===== config.mk =====
export PLATFORM = sky130hd
export DESIGN_NAME = ttcd_digit_fmt
export DESIGN_NICKNAME = d
export VERILOG_FILES = /design/src/rtl/ttcd_pkg.sv /design/src/rtl/ttcd_digit_fmt.sv
export SDC_FILE = /design/constraint.sdc
export NUM_CORES = 1
export LEC_CHECK = 0
export BUFFER_PORTS_ARGS = -buffer_cell sky130_fd_sc_hd__buf_2
export CELL_PAD_IN_SITES_DETAIL_PLACEMENT = 0
export CELL_PAD_IN_SITES_GLOBAL_PLACEMENT = 1
export CORE_MARGIN = 5
export CORE_UTILIZATION = 40
export CTS_BUF_LIST = sky130_fd_sc_hd__clkbuf_8
export DETAILED_ROUTE_END_ITERATION = 10
export PLACE_DENSITY = 0.95
export SYNTH_ARGS = -nofsm -noshare
export SYNTH_HDL_FRONTEND = slang
export SYNTH_SLANG_ARGS = --single-unit

===== constraint.sdc =====
create_clock -name clk -period 4.8 [get_ports clk]
set_input_delay 0.96 -clock clk [delete_from_list [all_inputs] [get_ports clk]]
set_output_delay 0.96 -clock clk [all_outputs]
set_load 0.03 [all_outputs]

===== src/rtl/ttcd_pkg.sv =====
// shared types, constants and width helpers for the time to clock digits block
// no dependencies
`default_nettype none

package ttcd_pkg;

	localparam int TIME_W  = 32;
	localparam int FMT_W   = 3;
	localparam int DIGIT_W = 4;
	localparam int COUNT_W = 3;

	// display formats
	localparam logic [FMT_W-1:0] FMT_TRAD24 = 3'd0;
	localparam logic [FMT_W-1:0] FMT_TRAD12 = 3'd1;
	localparam logic [FMT_W-1:0] FMT_DIUR5  = 3'd2;
	localparam logic [FMT_W-1:0] FMT_SEMI   = 3'd3;
	localparam logic [FMT_W-1:0] FMT_DIUR4  = 3'd4;

	// valid digit counts
	localparam logic [COUNT_W-1:0] COUNT_NONE = 3'd0;
	localparam logic [COUNT_W-1:0] COUNT_FOUR = 3'd4;
	localparam logic [COUNT_W-1:0] COUNT_FIVE = 3'd5;
	localparam logic [COUNT_W-1:0] COUNT_SIX  = 3'd6;

	// divisors applied to the millisecond count
	localparam int DIV_SEC    = 1000;
	localparam int DIV_MIN    = 60000;
	localparam int DIV_HOUR   = 3600000;
	localparam int DIV_DIUR_2 = DIV_MIN * 10;
	localparam int DIV_DIUR_3 = DIV_SEC * 50;
	localparam int DIV_DIUR_4 = 4167;
	localparam int DIV_DIUR_5 = 347;
	localparam int DIV_SEMI_3 = DIV_MIN * 5;
	localparam int DIV_SEMI_4 = DIV_SEC * 25;
	localparam int DIV_SEMI_5 = 2083;

	localparam int MOD_HOUR  = 24;
	localparam int MOD_SIXTY = 60;
	localparam int MOD_DOZEN = 12;

	// width that holds floor(x / d) for any n-bit x
	function automatic int quot_w(int n, int d);
		return n - $clog2(d) + 1;
	endfunction

	typedef struct packed {
		logic s1;
		logic s2;
		logic s3;
		logic s4;
		logic s5;
	} pipe_en_t;

	typedef struct packed {
		logic [4:0] hr;
		logic [5:0] minute;
		logic [5:0] sec;
		logic [3:0] diur_2;
		logic [3:0] diur_3;
		logic [3:0] diur_4;
		logic [3:0] diur_5;
		logic [3:0] semi_3;
		logic [3:0] semi_4;
		logic [3:0] semi_5;
	} count_rem_t;

	typedef struct packed {
		logic [DIGIT_W-1:0] d1;
		logic [DIGIT_W-1:0] d2;
		logic [DIGIT_W-1:0] d3;
		logic [DIGIT_W-1:0] d4;
		logic [DIGIT_W-1:0] d5;
		logic [DIGIT_W-1:0] d6;
		logic [COUNT_W-1:0] count;
	} result_t;

endpackage

`default_nettype wire


===== src/rtl/ttcd_digit_fmt.sv =====
// picks and formats the displayed digits for the selected format, output register
// depends on ttcd_pkg
`default_nettype none

module ttcd_digit_fmt (
	input  wire logic                        clk,
	input  wire ttcd_pkg::pipe_en_t          en,
	input  wire logic [ttcd_pkg::FMT_W-1:0]  clock_fmt,
	input  wire ttcd_pkg::count_rem_t        rem,
	output ttcd_pkg::result_t                res
);

	localparam int DW = ttcd_pkg::DIGIT_W;

	ttcd_pkg::result_t res_d;
	ttcd_pkg::result_t res_s5;
	logic [4:0]        hr_dec;
	logic              pm;

	// tens digit of a value below 60 by parallel compares
	function automatic logic [DW-1:0] tens_of(logic [5:0] v);
		logic [DW-1:0] t;
		t = '0;
		for (int k = 1; k < 6; k++) begin
			if (v >= 6'(10 * k)) t = DW'(k);
		end
		return t;
	endfunction

	function automatic logic [DW-1:0] units_of(logic [5:0] v);
		logic [DW-1:0] t;
		t = tens_of(v);
		return DW'(v - 6'(t) * 6'd10);
	endfunction

	assign pm = (rem.hr >= 5'd12);

	always_comb begin
		// 12 hour clock keeps 0 and 12 as they are
		if (clock_fmt == ttcd_pkg::FMT_TRAD12 && rem.hr > 5'd12) begin
			hr_dec = rem.hr - 5'd12;
		end else begin
			hr_dec = rem.hr;
		end
	end

	always_comb begin
		res_d = '0;
		case (clock_fmt)
			ttcd_pkg::FMT_TRAD24, ttcd_pkg::FMT_TRAD12: begin
				res_d.d1    = tens_of(6'(hr_dec));
				res_d.d2    = units_of(6'(hr_dec));
				res_d.d3    = tens_of(rem.minute);
				res_d.d4    = units_of(rem.minute);
				res_d.d5    = tens_of(rem.sec);
				res_d.d6    = units_of(rem.sec);
				res_d.count = ttcd_pkg::COUNT_SIX;
			end
			ttcd_pkg::FMT_DIUR5: begin
				res_d.d1    = DW'(rem.hr >> 1);
				res_d.d2    = rem.diur_2;
				res_d.d3    = rem.diur_3;
				res_d.d4    = rem.diur_4;
				res_d.d5    = rem.diur_5;
				res_d.count = ttcd_pkg::COUNT_FIVE;
			end
			ttcd_pkg::FMT_DIUR4: begin
				res_d.d1    = DW'(rem.hr >> 1);
				res_d.d2    = rem.diur_2;
				res_d.d3    = rem.diur_3;
				res_d.d4    = rem.diur_4;
				res_d.count = ttcd_pkg::COUNT_FOUR;
			end
			ttcd_pkg::FMT_SEMI: begin
				res_d.d1    = DW'(pm);
				res_d.d2    = pm ? DW'(rem.hr - 5'd12) : DW'(rem.hr);
				res_d.d3    = rem.semi_3;
				res_d.d4    = rem.semi_4;
				res_d.d5    = rem.semi_5;
				res_d.count = ttcd_pkg::COUNT_FIVE;
			end
			default: begin
				res_d.count = ttcd_pkg::COUNT_NONE;
			end
		endcase
	end

	always_ff @(posedge clk) begin
		if (en.s5) begin
			res_s5 <= res_d;
		end
	end

	assign res = res_s5;

endmodule

`default_nettype wire


==> results.txt, run 1 <==
----------------------------------------------------
[Synthesis]
  Top area cells in the synthesized netlist ... sky130_fd_sc_hd__edfxtp_1 (40%), sky130_fd_sc_hd__mux2i_1 (4.4%), sky130_fd_sc_hd__o32ai_1 (3.4%)
  Flip-flop and latch count after synthesis ... 27
  Number of enable-type register cells in the synthesized netlist ... 27
  Proportion of synthesized chip area in sequential cells ... 39.6%
  Area share of the largest cell type after synthesis ... between 30% and 40%
  Syn Area/Cell ... 9.66 um^2
  Synthesis warning total ... 0
  Dominant register cell in the synthesized netlist ... sky130_fd_sc_hd__edfxtp_1
  Cell count after synthesis ... about 210
  Post-synthesis instance area ... between 0.002 and 0.0025 mm^2
  Syn_nets ... around 270
  Largest area contributor in the netlist ... sky130_fd_sc_hd__edfxtp_1
  Fraction of synthesis flops using an asynchronous set or reset pin ... 0%
  Distinct cell type count after synthesis ... 52

[Critical path]
  Maximum fanout count along the critical path ... 12
  Buffers & Inverters on Critical Path ... 1
  Critical path class ... input pin to flip-flop
  Number of cells on the critical path ... 11
  Start point of the critical path ... rem[42]
  CP max stage cell ... sky130_fd_sc_hd__nor4b_1
  Delay of the slowest critical-path stage ... ~450 ps
  Ordered list of cells on the worst path ... buf_2 -> ha_1 -> nor4b_1 -> nor3_2 -> o21ai_2 -> nand2_1 -> mux2i_1 -> ha_1 -> fa_1 -> nor2b_1 -> o32ai_1
  Data required time of the worst path ... around 4900 ps
  CP top delay family ... adder cells
  Worst endpoint data arrival time ... ~3500 ps
  Kind of start point of the critical path ... input pin
  Worst setup path endpoint ... res[21]$_DFFE_PP_
  Library cell appearing most often on the critical path ... sky130_fd_sc_hd__ha_1
  Worst setup EP type ... flip-flop

[Die]
  Row cnt ... 26
  Area of the placeable core ... between 0.005 and 0.006 mm^2
  Die ar. ... ~0.0067 mm^2
  Initial standard-cell utilization of the core ... about two fifths
  Ports ... 81
  X dimension of the die ... a little over 80 um
  Floorplan die height ... just over 80 um

[Power]
  Leak pwr ... between 1 and 1.5 nW
  Power Density ... around 250 mW/mm^2
  Peak ir drop on the vdd network ... 0.108 mV

[Timing]
  Final-layout setup total negative slack ... 0 ps
  Transition at the pin with the smallest max-transition slack ... just over 600 ps
  RSZ-0062 raised after global routing ... no
  Min Clock Period, post-route ... 3350 ps
  Total count of max-transition violations in the final report ... 0
  Worst Hold Slack ... 953 ps
  Final critical-path setup slack ... 1450 ps
  Fin crit share ... between 60% and 70%
  Count of final setup violators ... 0
  Hold violation total from the final report ... 0
  Headroom to the max-slew limit ... approximately three fifths
  Timing-limited maximum frequency ... approximately 0.30 GHz

[Global routing]
  Largest net degree at the start of global routing ... 36
  Overall fraction of global-route tracks in use ... 15.3%
  Overall overflow remaining after global route ... 0
  Global-route wire length before repair ... 7940 um
  Number of global-route vias before repair ... 1745
  Initial antenna violation count ... 0

[Place]
  Number of I/O port buffers ... 76
  Post-placement setup slack ... 1170 ps
  Estimated wirelength of the detail-placed design ... about 3700 um
  Placer congestion estimate ... roughly 0.92

[Layout]
  Area added between synthesis and finish ... 22.6%
  Highest-count cells in the layout ignoring fill and taps ... sky130_fd_sc_hd__buf_2 (76), sky130_fd_sc_hd__edfxtp_1 (27), sky130_fd_sc_hd__nand2_1 (15), sky130_fd_sc_hd__inv_1 (15)
  Post-layout nets ... between 300 and 400
  Fraction of layout instances using a drive strength above 1 ... 33.3%
  Flip-flop count of the largest register, all copies and words added ... 27
  Antenna cells ... 0
  Most common cell after layout, fill and taps aside ... sky130_fd_sc_hd__buf_2

[Route]
  Pre-Repair DR Iteration Count ... 4
  Aggregate routed wire length ... approximately 5000 um
  Number of vias after detailed routing ... approximately 1800
  Number of design-rule violations left by the first detailed-router iteration ... around 120
  Vias per inst ... around 5.2
  # DRC ... 0
  Detailed-route wire length per cell ... between 10 and 15 um
  Residual antenna-violating net count after detailed routing ... 0

[Run status]
  Outcome ... complete, no violations

[CTS]
  Worst-path clk slew ... 100 ps
  Clock net sink count ... 27
  CTS H-tree lvls ... 1
  Clock tree from TritonCTS ... done
  Hold-fix buffer count after cts ... 0
  TritonCTS buffer count ... 3
  Setup repair bufs after CTS ... 0
  Root Buffer Master ... sky130_fd_sc_hd__clkbuf_8
  Post-cts gate resize count ... 0
  Maximum buffer depth of the clock tree ... 2

[Job]
  Number of max-capacitance violations reported ... 0

[Hold path]
  Worst min path class ... input pin to flip-flop

----------------------------------------------------
-- synthesized netlist by cell type, types with 3 or more instances --
cell type / instances
sky130_fd_sc_hd__and2_1: 5
sky130_fd_sc_hd__fa_1: 3
sky130_fd_sc_hd__clkbuf_1: 10
sky130_fd_sc_hd__nand2_1: 15
sky130_fd_sc_hd__ha_1: 4
sky130_fd_sc_hd__o32ai_1: 8
sky130_fd_sc_hd__edfxtp_1: 27
sky130_fd_sc_hd__inv_1: 15
sky130_fd_sc_hd__o21a_1: 3
sky130_fd_sc_hd__nor2b_1: 5
sky130_fd_sc_hd__nand2b_1: 10
sky130_fd_sc_hd__mux2i_1: 9
sky130_fd_sc_hd__o21ai_0: 13
sky130_fd_sc_hd__nor3b_1: 4
sky130_fd_sc_hd__nor2_1: 13
sky130_fd_sc_hd__o22ai_1: 3
sky130_fd_sc_hd__a21oi_1: 10
sky130_fd_sc_hd__a21boi_0: 3
sky130_fd_sc_hd__a211oi_1: 3
sky130_fd_sc_hd__o221ai_1: 4
sky130_fd_sc_hd__nor3_1: 3
sky130_fd_sc_hd__mux2_2: 4
-- through the flow --
| stage | util (%) | cell area, um^2 | power, W | cells |
|---|---|---|---|---|
| CTS | 49.8 | 2510 | 0.000635 | 349 |
| floorplan | - | 2050 | 0.000430 | 212 |
| global route | 49.8 | 2510 | 0.000663 | 349 |
| global placement | 48.8 | 2460 | 0.000492 | 345 |
| finish | 49.8 | 2510 | 0.000629 | 349 |
| detailed placement | 48.8 | 2460 | 0.000496 | 345 |
-- worst min path at each step --
stage	startpoint	end	slack [ps]	depth (start not counted)
2_1_floorplan	en[0]	res[0]$_DFFE_PP_	1070	0
3_3_place_gp	rem[28]	res[3]$_SDFFCE_PP0P_	1240	2
3_5_place_dp	rem[28]	res[3]$_SDFFCE_PP0P_	1240	2
4_1_cts	rem[28]	res[3]$_SDFFCE_PP0P_	940	2
5_1_grt	rem[28]	res[3]$_SDFFCE_PP0P_	950	2
6_report	rem[28]	res[3]$_SDFFCE_PP0P_	950	2
-- where the power goes --
part           internal [W]  leakage (nW)  switching [W]
registers          0.000285         0.260     0.00000491
logic             0.0000741         0.776       0.000126
clock network     0.0000591        0.0217      0.0000793
total              0.000418          1.06       0.000210
-- metal layers --
layer	up-vias	GRT usage, %	wire length, um
met5	-	0	0
li1	930	-	-
met2	49	26.5	2430
met1	840	18.9	2180
met3	6	2.63	303
met4	0	5.57	56
-- cell type report --
| cell class | instances | area, um^2 |
|---|---|---|
| fill | 491 | 2530 |
| multi-input combinational | 156 | 1120 |
| sequential | 27 | 811 |
| timing repair buffer | 77 | 388 |
| tap | 70 | 87.6 |
| inverter | 15 | 56.3 |
| clock buffer | 3 | 41.3 |
| clock inverter | 1 | 7.51 |
-- cell families (layout without fill, tap and decap cells) --
logic type | count (synthesis) | count (layout) | synth area share [%]
AO/OA/AOI/OAI | 66 | 66 | 22.9
AND/OR/NAND/NOR | 66 | 66 | 18.1
buffers and inverters | 29 | 96 | 5.74
flip-flops | 27 | 27 | 39.6
multiplexers | 13 | 13 | 6.60
adder cells (fa/ha/maj) | 7 | 7 | 5.38
XOR/XNOR | 4 | 4 | 1.71
Power figures use the tool's default switching activity.
==> run 2, diff against run 1 <==
--- a/config.mk
+++ b/config.mk
@@ -9,10 +9,10 @@
 export CELL_PAD_IN_SITES_DETAIL_PLACEMENT = 0
 export CELL_PAD_IN_SITES_GLOBAL_PLACEMENT = 1
 export CORE_MARGIN = 5
-export CORE_UTILIZATION = 40
+export CORE_UTILIZATION = 37
 export CTS_BUF_LIST = sky130_fd_sc_hd__clkbuf_8
 export DETAILED_ROUTE_END_ITERATION = 10
-export PLACE_DENSITY = 0.95
+export PLACE_DENSITY = 0.92
 export SYNTH_ARGS = -nofsm -noshare
 export SYNTH_HDL_FRONTEND = slang
 export SYNTH_SLANG_ARGS = --single-unit
==> constraint.sdc (replaced) <==
create_clock -name clk -period 3.2 [get_ports clk]
set_input_delay 0.64 -clock clk [delete_from_list [all_inputs] [get_ports clk]]
set_output_delay 0.64 -clock clk [all_outputs]
set_load 0.03 [all_outputs]
==> run 2 against run 1 <==
Against the previous run:
- non-clock buffer count is 5 higher
- sequential power up 50%
- routed wire length rose by 4.1%
- combinational power is 53% higher
- worst hold slack got worse by 310 ps
- critical endpoint unchanged
==> results.txt, run 2 (synthesis results as in run 1) <==
----------------------------------------------------
[Run status]
  Outcome ... complete, no violations

[Die]
  Initial standard-cell utilization of the core ... a little under two fifths
  Area of the placeable core ... between 0.005 and 0.006 mm^2
  Ports ... between 80 and 90
  Floorplan die height ... 84.4 um
  X dimension of the die ... between 80 and 90 um
  Die ar. ... slightly above 0.007 mm^2
  Row cnt ... 27

[Global routing]
  Overall overflow remaining after global route ... 0
  Global-route wire length before repair ... roughly 8500 um
  Number of global-route vias before repair ... roughly 1800
  Initial antenna violation count ... 0
  Overall fraction of global-route tracks in use ... around 14%
  Largest net degree at the start of global routing ... 38

[Hold path]
  Worst min path class ... input pin to flip-flop
  Worst Hold Launch ... rem[28]

[CTS]
  Post-cts gate resize count ... 0
  Setup repair bufs after CTS ... 0
  Clock tree from TritonCTS ... done
  Hold-fix buffer count after cts ... 0
  TritonCTS buffer count ... 3
  Maximum buffer depth of the clock tree ... 2
  Worst-path clk slew ... approximately 90 ps
  Clock net sink count ... 27
  Root Buffer Master ... sky130_fd_sc_hd__clkbuf_8
  CTS H-tree lvls ... 1

[Route]
  Number of design-rule violations left by the first detailed-router iteration ... approximately 120
  Metal-1 WL ... approximately 2200 um
  Highest metal used ... met4
  Pre-Repair DR Iteration Count ... 4
  DR WL met2 ... approximately 2600 um
  Aggregate routed wire length ... around 5200 um
  Met3 wire length ... 347 um
  Vias per inst ... about 5.3
  Detailed-route wire length per cell ... 14.5 um
  Residual antenna-violating net count after detailed routing ... 0
  # DRC ... 0
  Number of vias after detailed routing ... between 1500 and 2000

[Timing]
  Fin crit share ... 91.1%
  Total count of max-transition violations in the final report ... 0
  Count of final setup violators ... 0
  Timing-limited maximum frequency ... between 0.3 and 0.4 GHz
  Headroom to the max-slew limit ... about 58%
  Hold violation total from the final report ... 0
  Min Clock Period, post-route ... 2920 ps
  Final critical-path setup slack ... 284 ps
  Final-layout setup total negative slack ... 0 ps
  RSZ-0062 raised after global routing ... no
  Transition at the pin with the smallest max-transition slack ... ~630 ps

[Critical path]
  Ordered list of cells on the worst path ... buf_2 -> ha_1 -> nor4b_1 -> nor3_2 -> o21ai_2 -> nand2_1 -> mux2i_1 -> ha_1 -> fa_1 -> nor2b_1 -> o32ai_1
  Data required time of the worst path ... around 3300 ps
  Kind of start point of the critical path ... input pin
  CP top delay family ... simple AND/OR/NAND/NOR gates
  Library cell appearing most often on the critical path ... sky130_fd_sc_hd__ha_1
  Delay of the slowest critical-path stage ... 460 ps
  Buffers & Inverters on Critical Path ... 1
  Worst setup EP type ... flip-flop
  Worst endpoint data arrival time ... about 3000 ps
  Start point of the critical path ... rem[43]
  CP max stage cell ... sky130_fd_sc_hd__nor4b_1
  Critical path class ... input pin to flip-flop
  Maximum fanout count along the critical path ... 9

[Power]
  Peak ir drop on the vdd network ... about 0.17 mV
  Power Density ... 367 mW/mm^2
  Leak pwr ... between 1 and 1.5 nW

[Layout]
  Area added between synthesis and finish ... 24.4%
  Fraction of layout instances using a drive strength above 1 ... 34.2%
  Post-layout nets ... roughly 350
  Highest-count cells in the layout ignoring fill and taps ... sky130_fd_sc_hd__buf_2 (76), sky130_fd_sc_hd__edfxtp_1 (27), sky130_fd_sc_hd__inv_1 (16)
  Flip-flop count of the largest register, all copies and words added ... 27
  Most common cell after layout, fill and taps aside ... sky130_fd_sc_hd__buf_2
  Filler Cell Count ... approximately 520
  Antenna cells ... 0

[Place]
  Post-placement setup slack ... between 15 and 20 ps
  Placer congestion estimate ... around 0.85
  Number of I/O port buffers ... 76
  Estimated wirelength of the detail-placed design ... 3860 um

[Job]
  Number of max-capacitance violations reported ... 0

----------------------------------------------------
run 2: cell count changes in the layout (fill, tap and decap cells not counted):
cell,delta
sky130_fd_sc_hd__buf_4,+5
sky130_fd_sc_hd__clkinvlp_4,-1
sky130_fd_sc_hd__inv_1,+1
run 2: worst paths after layout:
| kind | end | slack (ps) | cells past startpoint |
|---|---|---|---|
| worst min-delay path | res[3]$_SDFFCE_PP0P_ | 650 | 2 |
| worst max-delay path | res[21]$_DFFE_PP_ | 280 | 11 |
run 2: per-layer routing:
metal	up-vias	global-route usage, %
met5	-	0
met4	0	3.60
met3	2	2.06
met2	63	24.6
met1	870	18.4
li1	940	-
run 2: final cells by class:
cell class	count	area, um^2	area share [%]
multi-input cells	156	1120	44.0
flip-flops and latches	27	811	31.8
repair buffers	82	425	16.7
well taps	72	90.1	3.54
inverters	15	56.3	2.21
clock buffers	3	41.3	1.62
clock inverters	1	3.75	0.147
run 2: power by group:
part	switching (W)	total, W	internal (W)
Sequential	0.00000704	0.000435	0.000428
Combinational	0.000192	0.000307	0.000115
Clock	0.000107	0.000193	0.0000860
run 2: per-stage QoR:
stage	hold WS, ps	power [W]	cells	utilization, %	area, um^2
floorplan	752	0.000646	212	-	2050
global placement	916	0.000745	352	46.0	2500
detailed placement	931	0.000751	352	46.0	2500
CTS	646	0.000948	356	46.8	2550
global route	643	0.000988	356	46.8	2550
finish	647	0.000934	356	46.8	2550
